$ cat src/rtl/core/tcws_pkg.sv
// Package for the task check-in watchdog supervisor.
// Holds the event and result beat types, command codes and register indexes.
// No dependencies.
package tcws_pkg;

    localparam int MASK_WIDTH = 32;
    localparam int TIME_WIDTH = 32;
    localparam int CFG_WIDTH = 32;
    localparam int CFG_INDEX_WIDTH = 2;

    typedef logic [MASK_WIDTH-1:0] mask_t;
    typedef logic [TIME_WIDTH-1:0] tick_t;

    typedef enum logic [2:0] {
        CMD_BEGIN     = 3'd0,
        CMD_PROGRESS  = 3'd1,
        CMD_FAULT     = 3'd2,
        CMD_STOP_WAKE = 3'd3,
        CMD_STEP      = 3'd4,
        CMD_FEED      = 3'd5
    } cmd_t;

    typedef enum logic [CFG_INDEX_WIDTH-1:0] {
        REG_REQUIRED_MASK = 2'd0,
        REG_IDLE_OPTIONAL = 2'd1,
        REG_FEED_INTERVAL = 2'd2
    } cfg_index_t;

    localparam mask_t IDLE_OPTIONAL_RESET = mask_t'((1 << 7) | (1 << 8));
    localparam tick_t FEED_INTERVAL_RESET = tick_t'(1000);

    typedef struct packed {
        cmd_t  cmd;
        mask_t bits;
        tick_t now_ms;
        logic  screen_idle;
    } evt_t;

    typedef struct packed {
        logic  feed;
        logic  step_healthy;
        logic  stop_ready;
        mask_t missing_bits;
        mask_t fault_mask;
        logic  snap_valid;
        tick_t snap_time;
        mask_t snap_missing;
        mask_t snap_faults;
    } res_t;

endpackage

$ cat src/rtl/core/tcws_in_stage.sv
// Input register of the supervisor: holds one event beat until it moves on.
// Depends on tcws_pkg for the event beat type.
module tcws_in_stage (
    input  logic          clk,
    input  logic          rst_n,
    input  logic          evt_valid,
    output logic          evt_stall,
    input  tcws_pkg::evt_t evt,
    input  logic          advance,
    output logic          hold_valid,
    output tcws_pkg::evt_t hold
);
    import tcws_pkg::*;

    logic hold_valid_reg;
    logic hold_valid_next;
    evt_t hold_reg;
    logic take;

    assign evt_stall = hold_valid_reg && !advance;
    assign take = evt_valid && !evt_stall;

    always_comb
    begin
        hold_valid_next = hold_valid_reg;
        if (take)
        begin
            hold_valid_next = 1'b1;
        end
        else if (advance)
        begin
            hold_valid_next = 1'b0;
        end
    end

    always_ff @(posedge clk or negedge rst_n)
    begin
        if (!rst_n)
        begin
            hold_valid_reg <= 1'b0;
        end
        else
        begin
            hold_valid_reg <= hold_valid_next;
        end
    end

    always_ff @(posedge clk)
    begin
        if (take)
        begin
            hold_reg <= evt;
        end
    end

    assign hold_valid = hold_valid_reg;
    assign hold = hold_reg;

endmodule

$ cat src/rtl/core/tcws_eval.sv
// Supervisor state, configuration registers and the per-event update logic.
// Depends on tcws_pkg for types, command codes and register indexes.
module tcws_eval (
    input  logic                        clk,
    input  logic                        rst_n,
    input  logic                        cfg_we,
    input  logic [tcws_pkg::CFG_INDEX_WIDTH-1:0] cfg_index,
    input  logic [tcws_pkg::CFG_WIDTH-1:0]       cfg_data,
    input  logic                        commit,
    input  tcws_pkg::evt_t              item,
    output tcws_pkg::res_t              result
);
    import tcws_pkg::*;

    mask_t required_reg;
    mask_t idle_optional_reg;
    tick_t feed_interval_reg;

    mask_t progress_reg, progress_next;
    mask_t faults_reg, faults_next;
    mask_t last_missing_reg, last_missing_next;
    mask_t last_faults_reg, last_faults_next;
    tick_t last_feed_reg, last_feed_next;
    logic  stop_ok_reg, stop_ok_next;
    logic  skip_once_reg, skip_once_next;
    logic  snap_valid_reg, snap_valid_next;
    tick_t snap_time_reg, snap_time_next;
    mask_t snap_missing_reg, snap_missing_next;
    mask_t snap_faults_reg, snap_faults_next;

    mask_t req_eff;
    mask_t missing;
    tick_t elapsed;
    logic  healthy;
    logic  feed;

    always_ff @(posedge clk or negedge rst_n)
    begin
        if (!rst_n)
        begin
            required_reg <= '0;
            idle_optional_reg <= IDLE_OPTIONAL_RESET;
            feed_interval_reg <= FEED_INTERVAL_RESET;
        end
        else if (cfg_we)
        begin
            case (cfg_index)
                REG_REQUIRED_MASK: required_reg <= mask_t'(cfg_data);
                REG_IDLE_OPTIONAL: idle_optional_reg <= mask_t'(cfg_data);
                REG_FEED_INTERVAL: feed_interval_reg <= tick_t'(cfg_data);
                default: ;
            endcase
        end
    end

    assign req_eff = item.screen_idle ? (required_reg & ~idle_optional_reg) : required_reg;
    assign missing = req_eff & ~progress_reg;
    assign elapsed = item.now_ms - last_feed_reg;

    always_comb
    begin
        progress_next = progress_reg;
        faults_next = faults_reg;
        last_missing_next = last_missing_reg;
        last_faults_next = last_faults_reg;
        last_feed_next = last_feed_reg;
        stop_ok_next = stop_ok_reg;
        skip_once_next = skip_once_reg;
        snap_valid_next = snap_valid_reg;
        snap_time_next = snap_time_reg;
        snap_missing_next = snap_missing_reg;
        snap_faults_next = snap_faults_reg;
        healthy = 1'b0;
        feed = 1'b0;
        case (item.cmd)
            CMD_BEGIN:
            begin
                progress_next = '0;
                faults_next = '0;
            end
            CMD_PROGRESS:
            begin
                progress_next = progress_reg | item.bits;
            end
            CMD_FAULT:
            begin
                faults_next = faults_reg | item.bits;
            end
            CMD_STOP_WAKE:
            begin
                stop_ok_next = 1'b0;
                skip_once_next = 1'b1;
            end
            CMD_STEP:
            begin
                if (skip_once_reg)
                begin
                    skip_once_next = 1'b0;
                    stop_ok_next = 1'b0;
                    last_missing_next = '0;
                    last_faults_next = '0;
                end
                else
                begin
                    last_missing_next = missing;
                    last_faults_next = faults_reg;
                    healthy = (missing == '0) && (faults_reg == '0);
                    stop_ok_next = healthy;
                    if (!healthy)
                    begin
                        snap_valid_next = 1'b1;
                        snap_time_next = item.now_ms;
                        snap_missing_next = missing;
                        snap_faults_next = faults_reg;
                    end
                    else if (elapsed >= feed_interval_reg)
                    begin
                        last_feed_next = item.now_ms;
                        feed = 1'b1;
                    end
                end
            end
            CMD_FEED:
            begin
                last_feed_next = item.now_ms;
                feed = 1'b1;
            end
            default: ;
        endcase
    end

    always_ff @(posedge clk or negedge rst_n)
    begin
        if (!rst_n)
        begin
            progress_reg <= '0;
            faults_reg <= '0;
            last_missing_reg <= '0;
            last_faults_reg <= '0;
            last_feed_reg <= '0;
            stop_ok_reg <= 1'b1;
            skip_once_reg <= 1'b0;
            snap_valid_reg <= 1'b0;
            snap_time_reg <= '0;
            snap_missing_reg <= '0;
            snap_faults_reg <= '0;
        end
        else if (commit)
        begin
            progress_reg <= progress_next;
            faults_reg <= faults_next;
            last_missing_reg <= last_missing_next;
            last_faults_reg <= last_faults_next;
            last_feed_reg <= last_feed_next;
            stop_ok_reg <= stop_ok_next;
            skip_once_reg <= skip_once_next;
            snap_valid_reg <= snap_valid_next;
            snap_time_reg <= snap_time_next;
            snap_missing_reg <= snap_missing_next;
            snap_faults_reg <= snap_faults_next;
        end
    end

    always_comb
    begin
        result.feed = feed;
        result.step_healthy = healthy;
        result.stop_ready = stop_ok_next;
        result.missing_bits = last_missing_next;
        result.fault_mask = last_faults_next;
        result.snap_valid = snap_valid_next;
        result.snap_time = snap_time_next;
        result.snap_missing = snap_missing_next;
        result.snap_faults = snap_faults_next;
    end

    a_stop_wake_arms_skip: assert property (@(posedge clk) disable iff (!rst_n)
        commit && item.cmd == CMD_STOP_WAKE |=> skip_once_reg && !stop_ok_reg)
        else $error("stop wake did not arm the skipped step");

    a_skipped_step_clears: assert property (@(posedge clk) disable iff (!rst_n)
        commit && item.cmd == CMD_STEP && skip_once_reg
        |=> !skip_once_reg && !stop_ok_reg && last_missing_reg == '0 && last_faults_reg == '0)
        else $error("skipped step left stale check results");

    a_healthy_step_allows_stop: assert property (@(posedge clk) disable iff (!rst_n)
        commit && healthy |=> stop_ok_reg && last_missing_reg == '0 && last_faults_reg == '0)
        else $error("healthy step did not grant stop permission");

    a_snapshot_sticks: assert property (@(posedge clk) disable iff (!rst_n)
        !$fell(snap_valid_reg))
        else $error("snapshot valid flag dropped");

    a_feed_only_when_healthy_step: assert property (@(posedge clk) disable iff (!rst_n)
        commit && feed && item.cmd == CMD_STEP |=> last_feed_reg == $past(item.now_ms)
        && stop_ok_reg)
        else $error("step feed without a healthy window");

endmodule

$ cat src/rtl/core/tcws_out_stage.sv
// Result register of the supervisor: holds one result beat until it is taken.
// Depends on tcws_pkg for the result beat type.
module tcws_out_stage (
    input  logic           clk,
    input  logic           rst_n,
    input  logic           hold_valid,
    input  tcws_pkg::res_t result,
    output logic           advance,
    output logic           res_valid,
    input  logic           res_stall,
    output tcws_pkg::res_t res
);
    import tcws_pkg::*;

    logic res_valid_reg;
    logic res_valid_next;
    res_t res_reg;

    assign advance = hold_valid && (!res_valid_reg || !res_stall);

    always_comb
    begin
        res_valid_next = res_valid_reg;
        if (advance)
        begin
            res_valid_next = 1'b1;
        end
        else if (!res_stall)
        begin
            res_valid_next = 1'b0;
        end
    end

    always_ff @(posedge clk or negedge rst_n)
    begin
        if (!rst_n)
        begin
            res_valid_reg <= 1'b0;
        end
        else
        begin
            res_valid_reg <= res_valid_next;
        end
    end

    always_ff @(posedge clk)
    begin
        if (advance)
        begin
            res_reg <= result;
        end
    end

    assign res_valid = res_valid_reg;
    assign res = res_reg;

endmodule

$ cat src/rtl/core/task_checkin_watchdog_supervisor_top.sv
// Task check-in watchdog supervisor: one event beat in, one result beat out, one per cycle
// unless the result side stalls. Each event is registered, evaluated against the supervisor
// state combinationally, and its result is then registered in the output register; a new
// event may be accepted every cycle, limited only by stall on the result side. The state
// update of an event commits as it passes from the input register to the result register,
// so results follow event order exactly. Configuration writes take effect at the next
// clock edge and are meant for times when no event is in flight. After reset the required
// mask is 0, the idle-optional mask is 0x180 and the feed interval is 1000 ms.
// Depends on tcws_pkg, tcws_in_stage, tcws_eval and tcws_out_stage.
module task_checkin_watchdog_supervisor_top (
    input  logic                                 clk,
    input  logic                                 rst_n,
    input  logic                                 evt_valid,
    output logic                                 evt_stall,
    input  tcws_pkg::evt_t                       evt,
    output logic                                 res_valid,
    input  logic                                 res_stall,
    output tcws_pkg::res_t                       res,
    input  logic                                 cfg_we,
    input  logic [tcws_pkg::CFG_INDEX_WIDTH-1:0] cfg_index,
    input  logic [tcws_pkg::CFG_WIDTH-1:0]       cfg_data
);
    import tcws_pkg::*;

    logic advance;
    logic hold_valid;
    evt_t hold;
    res_t result;

    tcws_in_stage u_in_stage (
        .clk        (clk),
        .rst_n      (rst_n),
        .evt_valid  (evt_valid),
        .evt_stall  (evt_stall),
        .evt        (evt),
        .advance    (advance),
        .hold_valid (hold_valid),
        .hold       (hold)
    );

    tcws_eval u_eval (
        .clk       (clk),
        .rst_n     (rst_n),
        .cfg_we    (cfg_we),
        .cfg_index (cfg_index),
        .cfg_data  (cfg_data),
        .commit    (advance),
        .item      (hold),
        .result    (result)
    );

    tcws_out_stage u_out_stage (
        .clk        (clk),
        .rst_n      (rst_n),
        .hold_valid (hold_valid),
        .result     (result),
        .advance    (advance),
        .res_valid  (res_valid),
        .res_stall  (res_stall),
        .res        (res)
    );

endmodule

$ cat config.mk
export PLATFORM = sky130hd
export DESIGN_NAME = task_checkin_watchdog_supervisor_top
export DESIGN_NICKNAME = d
export VERILOG_FILES = /design/src/rtl/core/tcws_pkg.sv /design/src/rtl/core/tcws_in_stage.sv /design/src/rtl/core/tcws_eval.sv /design/src/rtl/core/tcws_out_stage.sv /design/src/rtl/core/task_checkin_watchdog_supervisor_top.sv
export SDC_FILE = /design/constraint.sdc
export NUM_CORES = 1
export LEC_CHECK = 0
export BUFFER_PORTS_ARGS = -buffer_cell sky130_fd_sc_hd__buf_2
export CAP_MARGIN = 20
export CORE_UTILIZATION = 60
export DETAILED_ROUTE_END_ITERATION = 10
export PLACE_DENSITY = 0.83
export SYNTH_ARGS = -nofsm -noshare
export SYNTH_HDL_FRONTEND = slang
export SYNTH_SLANG_ARGS = --single-unit
$ cat constraint.sdc
create_clock -name clk -period 20.3 [get_ports clk]
set_input_delay 4.06 -clock clk [delete_from_list [all_inputs] [get_ports clk]]
set_output_delay 4.06 -clock clk [all_outputs]
set_load 0.005 [all_outputs]
# Yosys cells after proc, flatten, opt, wreduce, memory -nomap -nowiden
# Index checks and enable logic that the tools add are counted.
[word_totals] reg_bits=589 inputBits=107 out_inout_bits=166 wordCells=107
[op_classes] n_addsub=1 n_lt_le_gt_ge=1 n_eq_ne=11 n_mux=34 bitwise=6 reduce_logical=25
[ops] operator="32-bit two-way mux" n=17
[ops] operator="32-bit case mux with 2 select lines" n=3
[ops] operator="32-bit AND" n=2
[ops] operator="32-bit zero test" n=2
[ops] operator="32-bit inverter" n=2
[ops] operator="32-bit bitwise OR" n=2
[ops] operator="32-bit >= comparator" n=1
[ops] operator="32-bit subtractor" n=1
[ops] operator="2-bit AND reduction" n=6
[ops] operator="1-bit two-way mux" n=11
[ops] operator="2-bit nonzero test" n=5
[ops] operator="3-bit by 2-bit equality test with 1-bit output, second input constant" n=2
[ops] operator="3-bit equality test, second input constant" n=2
[ops] operator="2-bit by 1-bit inequality test with 1-bit output, second input constant" n=3
[ops] operator="1-bit case mux with 2 select lines" n=3
[ops] operator="5-bit AND reduction" n=1
[ops] operator="1-bit logical AND" n=4
[ops] operator="1-bit zero test" n=4
[ops] operator="3-bit by 1-bit equality test with 1-bit output, second input constant" n=1
[ops] operator="3-bit zero test" n=1
[ops] operator="2-bit by 1-bit equality test with 1-bit output, second input constant" n=1
[ops] operator="2-bit equality test, second input constant" n=1
[ops] operator="2-bit zero test" n=1
[ops] operator="2-bit inequality test, second input constant" n=1
[ops] operator="1-bit logical OR" n=1

# Longest topological paths before layout
# Gate-level depths: netlist of the first run.
[depth] ltp_word=9 depth_mapped=22 ltp_nobuf=19

# Cells and area by module
# Synthesis of the first run repeated with hierarchy kept, for this count alone.
[unflattened] cells_unflattened=1773 hier_area_um2=24852.6
[by_module_without_submodules] module="tcws_eval" n_inst=1 cells_per_inst=1533 area_per_inst_um2=17784.6 seq_area_each_um2=8894.8
[by_module_without_submodules] module="tcws_out_stage" n_inst=1 cells_per_inst=167 area_per_inst_um2=4968.5 seq_area_each_um2=4949.7
[by_module_without_submodules] module="tcws_in_stage" n_inst=1 cells_per_inst=73 area_per_inst_um2=2099.5 seq_area_each_um2=2067.0

# Worst setup path before layout of the first run
# No wires, ideal clock.
[synth_path] kind="in2reg" start="input port res_stall" end="register u_eval.last_feed_reg[24]" setup_ps=130 arrival_ps=9938 required_ps=20170 path_slack_ps=10232 path_stages=8 path_buffers=2 path_cell_list="nand2_1 > nand2_1 > inv_1 > clkbuf_1 > clkbuf_1 > o21ai_0 > a31oi_1 > nand3_1"
[synth_via] elab_chain_cells=4
[synth_rtl] element="start, declared" line_no="task_checkin_watchdog_supervisor_top.sv:17" text="input logic res_stall,"
[synth_rtl] element="1-bit zero test" line_no="tcws_out_stage.sv:19" text="assign advance = hold_valid && (!res_valid_reg || !res_stall);"
[synth_rtl] element="1-bit logical OR" line_no="tcws_out_stage.sv:19"
[synth_rtl] element="1-bit logical AND" line_no="tcws_out_stage.sv:19"
[synth_rtl] element="via advance" line_no="task_checkin_watchdog_supervisor_top.sv:25" text="logic advance;"
[synth_rtl] element="5-bit AND reduction (no line)"
[synth_rtl] element="end signal, assigned" line_no="tcws_eval.sv:154" text="last_feed_reg <= last_feed_next;"
[synth_rtl] element="end, declared" line_no="tcws_eval.sv:23" text="tick_t last_feed_reg, last_feed_next;"
# The timed path passes the listed nets, and every way through them passes these cells.
# A chain may end at the register's enable or synchronous reset.

# Worst setup path after layout of the first run
[layout_path] start="input port res_stall" end="output port evt_stall"
[layout_via] elab_chain_cells=5
[layout_rtl] element="1-bit zero test" line_no="tcws_out_stage.sv:19"
[layout_rtl] element="1-bit logical OR" line_no="tcws_out_stage.sv:19"
[layout_rtl] element="1-bit logical AND" line_no="tcws_out_stage.sv:19"
[layout_rtl] element="1-bit zero test" line_no="tcws_in_stage.sv:20" text="assign evt_stall = hold_valid_reg && !advance;"
[layout_rtl] element="1-bit logical AND" line_no="tcws_in_stage.sv:20"
[layout_rtl] element="end, declared" line_no="task_checkin_watchdog_supervisor_top.sv:14" text="output logic evt_stall,"
# No other way between the ends.

==> results of run 1 <==
==> power by group through the flow <==
stage          Sequential, mW  Combinational, mW  Clock, mW
6_report                 1.57              0.520       1.06
5_1_grt                  1.58              0.577       1.11
4_1_cts                  1.56              0.518       1.07
3_5_place_dp             1.58              0.512          0
3_3_place_gp             1.57              0.482          0
2_1_floorplan            1.55              0.336          0
==> stage by stage <==
step / worst slack (ps) / util, % / std cells
final: 11790 / 70.1 / 3040
after global routing: 11750 / 70.0 / 3036
after CTS: 11780 / 70.0 / 3034
after detailed placement: 11780 / 65.5 / 2926
after global placement: 11800 / 65.5 / 2926
after floorplan: 10230 / - / 2183
==> path summary, 6_finish.rpt <==
kind                       cells after the start                          to  slack (ps)
min in group asynchronous                      1     u_eval.snap_time_reg[8]        3440
setup reg to reg                              20    u_eval.last_feed_reg[29]       14280
max in group asynchronous                      4  u_eval.last_faults_reg[30]       13810
hold / removal                                 1    u_eval.snap_time_reg[11]         490
setup / recovery                               4                   evt_stall       11790
hold reg to reg                                1    u_eval.snap_time_reg[11]         490
==> synth_stat cells, drive strengths merged, types with 2 or more instances <==
| master | count |
|---|---|
| a22o | 167 |
| and2 | 6 |
| mux2 | 131 |
| a31oi | 38 |
| dfrtp | 348 |
| a21oi | 103 |
| o21bai | 2 |
| o31ai | 7 |
| or2 | 3 |
| o211ai | 38 |
| edfxtp | 232 |
| or3 | 6 |
| a32oi | 5 |
| a2111oi | 2 |
| clkbuf | 101 |
| o21ai | 99 |
| nand2b | 18 |
| nor3 | 14 |
| nor3b | 3 |
| inv | 103 |
| o21a | 3 |
| o2bb2ai | 4 |
| nor2 | 86 |
| a21o | 22 |
| nand2 | 337 |
| xnor2 | 19 |
| xor2 | 6 |
| or4 | 32 |
| and4 | 5 |
| nor4 | 17 |
| nand3b | 5 |
| ha | 63 |
| and3 | 12 |
| nand4 | 8 |
| a211oi | 32 |
| nand3 | 47 |
| nor2b | 5 |
| dfstp | 9 |
| buf | 31 |
==> per-layer routing <==
metal / global-route usage, % / routed length, um / vias to the layer above
met5: 0 / 88 / -
met4: 9.54 / 1930 / 14
met3: 6.28 / 5220 / 153
met2: 48.2 / 31000 / 914
met1: 42.0 / 27100 / 9331
li1: - / - / 8394
==> cells by family (layout without fill, tap and decap cells) <==
| kind of cell | Yosys count | in the layout |
|---|---|---|
| AO/OA/AOI/OAI | 530 | 530 |
| XOR/XNOR | 25 | 25 |
| adder cells (fa/ha/maj) | 64 | 64 |
| buffers and inverters | 236 | 511 |
| flip-flops | 589 | 589 |
| multiplexers | 132 | 132 |
| other | 0 | 5 |
| AND/OR/NAND/NOR | 607 | 607 |
==> final cells by class <==
| cell class | instances | area (sq um) |
|---|---|---|
| Timing Repair Buffer | 299 | 1590 |
| Fill cell | 2897 | 12700 |
| Clock inverter | 29 | 280 |
| Antenna cell | 5 | 12.5 |
| Tap cell | 577 | 722 |
| Multi-Input combinational cell | 1358 | 9130 |
| Inverter | 104 | 398 |
| Clock buffer | 79 | 1600 |
| Sequential cell | 589 | 15900 |
==> reports/qor.txt, run 1 <==
DIE WIDTH: 210 um
share of cells above drive strength 1: 21.0%
post-synthesis cell count: 2,183
critical path startpoint: res_stall
Fin Setup TNS: 0 ps
FF+latch count, synth: 589
area delta synth->final: 14.3%
Avg Vias per Cell: 6.19
Clk pwr share: 33.6%
Post-Synth XOR/XNOR Area: 0.844%
Post-synth top flop: dfrtp_1
cts hold-fix bufs: 0
CTS Buffer Depth: 3
Critical Path AT: 4450 ps
Synth area leader: dfrtp_1
die area: 44,100 sq um
commonest non-fill, non-tap cell in the layout: dfrtp_1
Clock Skews: 36.3 ps
Worst Setup Start Kind: primary input
post-synthesis mux area share: 5.73%
max cap viols: 0
Clk pin slew, worst setup/hold paths: 60 ps
TritonCTS buffer count: 57
DRC viols: 0
final hold vios: 0
Comb power frac: 16.6%
Post-synth EDFFs: 232
vias in the first global route: 18,563
TritonCTS clock tree: built
first-pass GRT wire length: 103 mm
final slew viol count: 0
fmax: 117 MHz
Wirelength per Cell: 21.5 um
Simple-Gate Fraction of Synth Area: 10.6%
Detail Route Antenna Nets: 0
Post-Synth Adder-Cell Area: 3.12%
status: finished, final reports clean
# rows: 75
Int Power: 2.25 mW
main combinational cell family by area after synthesis: compound AO/OA/AOI/OAI gates
Compound-Gate Fraction of Synth Area: 14.6%
crit-path most repeated cell: buf_2
mapped cell area: 25,900 sq um
worst skew pair latency: 640 ps
post-DP HPWL: 43.4 mm
top cells by area, synth: dfrtp_1 34%, edfxtp_1 27%, a22o_1 5.6%, nand2_1 4.9%, mux2_2 3.2%
Worst Max-Slew Pin Slew: 1060 ps
Bufs and invs on worst path: 3
Distinct cells, synth: 65
core area: 42,300 sq um
synth warn: 0
relative slew slack: 29.0%
CTS resizes: 0
hold_sp: u_eval.snap_time_reg[11]
GP Congestion: 0.888
Post-synth ARST share: 60.6%
dpl cell area: 27,700 sq um
Detailed Routing Iterations Pass 1: 6
Period minus WS final: 8510 ps
Leak: 13.3 nW
max FFs per register: 164
Switching Power: 0.891 mW
GRT Residual Overflow: 0
largest net degree at the start of global routing: 174
unrepaired setup endpoints after global routing: no
most frequent cells in the layout: 348 x dfrtp_1, 335 x nand2_1, 271 x buf_2
CP max stage delay: 120 ps
Synth top area share: 33.6%
period utilization: 41.9%
DR iter-0 viols: 1,788
final setup vio count: 0
Power Dens Cells: 106 nW/um^2
Setup Fix Bufs, Post-CTS: 0
Crit. End Element: output pin
Syn Area/Cell: 11.9 sq um
Initial Util: 61.3%
WS Path Type: primary input to output pin
Mapped Nets: 2,354
nets@finish: 2,580
# H-tree levels: 2
WL final: 65.3 mm
Sequential Power Share: 49.8%
critical path, cell by cell: buf_2 -> nand3_1 -> inv_1 -> buf_2
sequential area share after synthesis: 61.4%
initial antenna violation count: 10
CP top delay family: buffers and inverters
Hold Path Class: register to register
die height: 210 um
io pins: 273
Root Buffer: clkbuf_16
GRT Total Usage: 30.3%
Vias: 18,806
Sw Ratio: 28.3%
Power Total: 3.14 mW
TritonCTS Sinks: 589
Final Cell Area: 29,600 sq um
Reg2Reg Launch Point: u_in_stage.hold[1]
PortBufs: 272
Peak VDD IR: 63.4 uV
CP required: 16,240 ps
Slowest-stage cell, CP: nand3_1
Min Hold Slack: 487 ps
crit path max fanout: 3
Power figures use the tool's default switching activity.
==> inputs of run 2 (changes only) <==
--- a/config.mk
+++ b/config.mk
@@ -7,9 +7,9 @@
 export LEC_CHECK = 0
 export BUFFER_PORTS_ARGS = -buffer_cell sky130_fd_sc_hd__buf_2
 export CAP_MARGIN = 20
-export CORE_UTILIZATION = 60
+export CORE_UTILIZATION = 53
 export DETAILED_ROUTE_END_ITERATION = 10
-export PLACE_DENSITY = 0.83
+export PLACE_DENSITY = 0.78
 export SYNTH_ARGS = -nofsm -noshare
 export SYNTH_HDL_FRONTEND = slang
 export SYNTH_SLANG_ARGS = --single-unit
==> constraint.sdc (replaced) <==
create_clock -name clk -period 7.35 [get_ports clk]
set_input_delay 1.47 -clock clk [delete_from_list [all_inputs] [get_ports clk]]
set_output_delay 1.47 -clock clk [all_outputs]
set_load 0.005 [all_outputs]
==> run 2 against run 1 <==
  * Combinational power grew to 2.8 times the previous value
  * Final cell count grew 1.6%
  * Largest cell class unchanged
  * Utilization shrank 7.7 points
  * Sequential share of layout area shrank 0.56 points
  * Clock power grew to 3.0 times the previous value
  * Worst setup slack lost 9600 ps
  * Die area grew 13%
  * Critical path type is now register to register
  * Clock-buffer cell count grew 1
  * Non-clock buffer count grew 2
==> reports/qor.txt, run 2 (synthesis results as in run 1) <==
status: finished, final reports clean
final hold vios: 0 (unchanged)
TritonCTS Sinks: 589 (unchanged)
Worst Max-Slew Pin Slew: 1110 ps (+49.3 ps)
commonest non-fill, non-tap cell in the layout: dfrtp_1
post-DP HPWL: 44.0 mm (+1.3%)
period utilization: 70.4%
Detail Route Antenna Nets: 0 (unchanged)
die area: 49,800 sq um (+13%)
Clk pin slew, worst setup/hold paths: 60 ps (about the same)
fmax: 193 MHz
Fin Setup TNS: 0 ps (unchanged)
Metal-1 WL: 29.0 mm (+7.0%)
share of cells above drive strength 1: 21.1% (+0.17 points)
die height: 223 um (+6.3%)
PortBufs: 272 (unchanged)
critical path, cell by cell: inv_1 -> ha_1 -> inv_1 -> fa_1 -> a21o_1 -> a221oi_2 -> a2111oi_0 -> nor3b_1 -> a31oi_1 -> a41oi_1 -> xnor2_1 -> ha_1 -> nand4_1 -> a2111oi_0 -> nor3_2 -> buf_4 -> or4_1 -> nand3_1
unrepaired setup endpoints after global routing: no
WL final: 66.8 mm (+2.2%)
cts hold-fix bufs: 0 (unchanged)
DIE WIDTH: 223 um (+6.3%)
final setup vio count: 0 (unchanged)
Avg Vias per Cell: 6.07 (-1.9%)
Vias: 18,736 (-0.37%)
Worst Setup Start Kind: register
Initial Util: 54.0% (-7.3 points)
nets@finish: 2,583 (+0.12%)
max FFs per register: 164 (unchanged)
CP required: 7900 ps (-8340 ps)
fillers: 3,583 (+24%)
vias in the first global route: 18,045 (-2.8%)
DRC viols: 0 (unchanged)
io pins: 273 (unchanged)
Setup Fix Bufs, Post-CTS: 0 (unchanged)
initial antenna violation count: 18 (+8)
# rows: 80 (+6.7%)
TritonCTS buffer count: 58 (+1.8%)
crit path max fanout: 40 (+37)
WS Path Type: register to register
reg2reg path depth: 18 (-10%)
Wirelength per Cell: 21.6 um (+0.62%)
Critical Path AT: 5730 ps (+1280 ps)
area delta synth->final: 15.5%
core area: 48,000 sq um (+14%)
Reg area: 15,900 sq um (unchanged)
Slowest-stage cell, CP: or4_1
Root Buffer: clkbuf_16
Clock Skews: 31.3 ps (-4.92 ps)
Met2 Routed Length: 30.2 mm (-2.3%)
Hold Path Class: register to register
final slew viol count: 0 (unchanged)
Power Dens Cells: 299 nW/um^2 (+180%)
DR iter-0 viols: 2,419 (+35%)
Crit. End Element: register
GP Congestion: 0.891 (+0.29%)
Min Hold Slack: 474 ps (-12.8 ps)
Peak VDD IR: 204 uV (+220%)
TritonCTS clock tree: built
GRT Residual Overflow: 0 (unchanged)
Worst Slack Setup Final: 2170 ps (-9620 ps)
max cap viols: 0 (unchanged)
dpl ws: 1720 ps (-10,060 ps)
Cell Count, Final, Fillers Out: 3,088 (+1.6%)
Leak: 13.4 nW (+0.87%)
Detailed Routing Iterations Pass 1: 6 (unchanged)
# H-tree levels: 2 (unchanged)
largest net degree at the start of global routing: 175 (+0.57%)
met3 WL: 5.69 mm (+8.9%)
uppermost layer routed: met5
first-pass GRT wire length: 103 mm (-0.40%)
CTS Buffer Depth: 3 (unchanged)
relative slew slack: 25.7% (-3.3 points)
GRT Total Usage: 26.6% (-3.7 points)
Hold Path Stages: 1 (unchanged)
most frequent cells in the layout: 348 x dfrtp_1, 335 x nand2_1, 271 x buf_2
CTS resizes: 0 (unchanged)
worst skew pair latency: 640 ps (about the same)
Period minus WS final: 5180 ps
area of the multi-input gates: 9130 sq um (unchanged)
CP max stage delay: 550 ps (+430 ps)
final core occ: 62.4% (-7.7 points)
DP Cell Count: 2,966 (+1.4%)
run 2: cell count changes in the layout (fill, tap and decap cells not counted), sizes merged:
cell | previous run | this run
inv | 105 | 104
clkinvlp | 4 | 3
buf | 299 | 301
bufinv | 3 | 7
clkbuf | 79 | 80
clkinv | 21 | 20
diode | 5 | 11
run 2: metrics by stage:
step	cell area [sq um]	power, mW
2_1_floorplan	25900	5.20
3_3_place_gp	27800	5.70
3_5_place_dp	27800	5.78
4_1_cts	29900	8.97
5_1_grt	29900	9.32
6_report	30000	8.95
run 2: worst paths after layout:
check / start / endpoint / slack, ps
max: u_in_stage.hold[1] / u_eval.last_feed_reg[11] / 2170
max reg2reg: u_in_stage.hold[1] / u_eval.last_feed_reg[11] / 2170
min in group asynchronous: rst_n / u_eval.snap_time_reg[11] / 940
min: u_eval.snap_valid_reg / u_eval.snap_valid_reg / 470
max in group asynchronous: rst_n / u_eval.last_missing_reg[16] / 4930
min reg2reg: u_eval.snap_valid_reg / u_eval.snap_valid_reg / 470
run 2: area by class of cell:
cell class	instances	area share, %
tap	615	2.57
antenna	11	0.0919
clock inverter	30	1.27
inverter	104	1.33
sequential	589	53.1
timing repair buffer	301	5.44
clock buffer	80	5.74
multi-input combinational	1358	30.5
run 2: critical path: cells and delay by family, from the launching register on:
| kind | cells | cell delay, ps |
|---|---|---|
| compound gates | 6 | 1960 |
| fa+ha+maj | 3 | 850 |
| buf+inv | 3 | 460 |
| xor+xnor | 1 | 110 |
| flops | 1 | 410 |
| simple gates | 5 | 1310 |
run 2: where the power goes:
group	internal (mW)	switching [mW]	leakage, nW	total [mW]
sequential	3.98	0.356	6.70	4.33
clock	1.89	1.30	1.02	3.19
combinational	0.610	0.825	5.66	1.44
total	6.47	2.48	13.4	8.95
run 2: routing by layer:
| layer | track usage [%] | vias up |
|---|---|---|
| met4 | 8.12 | 16 |
| met2 | 40.5 | 849 |
| met5 | 0 | - |
| met3 | 6.82 | 133 |
| li1 | - | 8411 |
| met1 | 37.6 | 9327 |
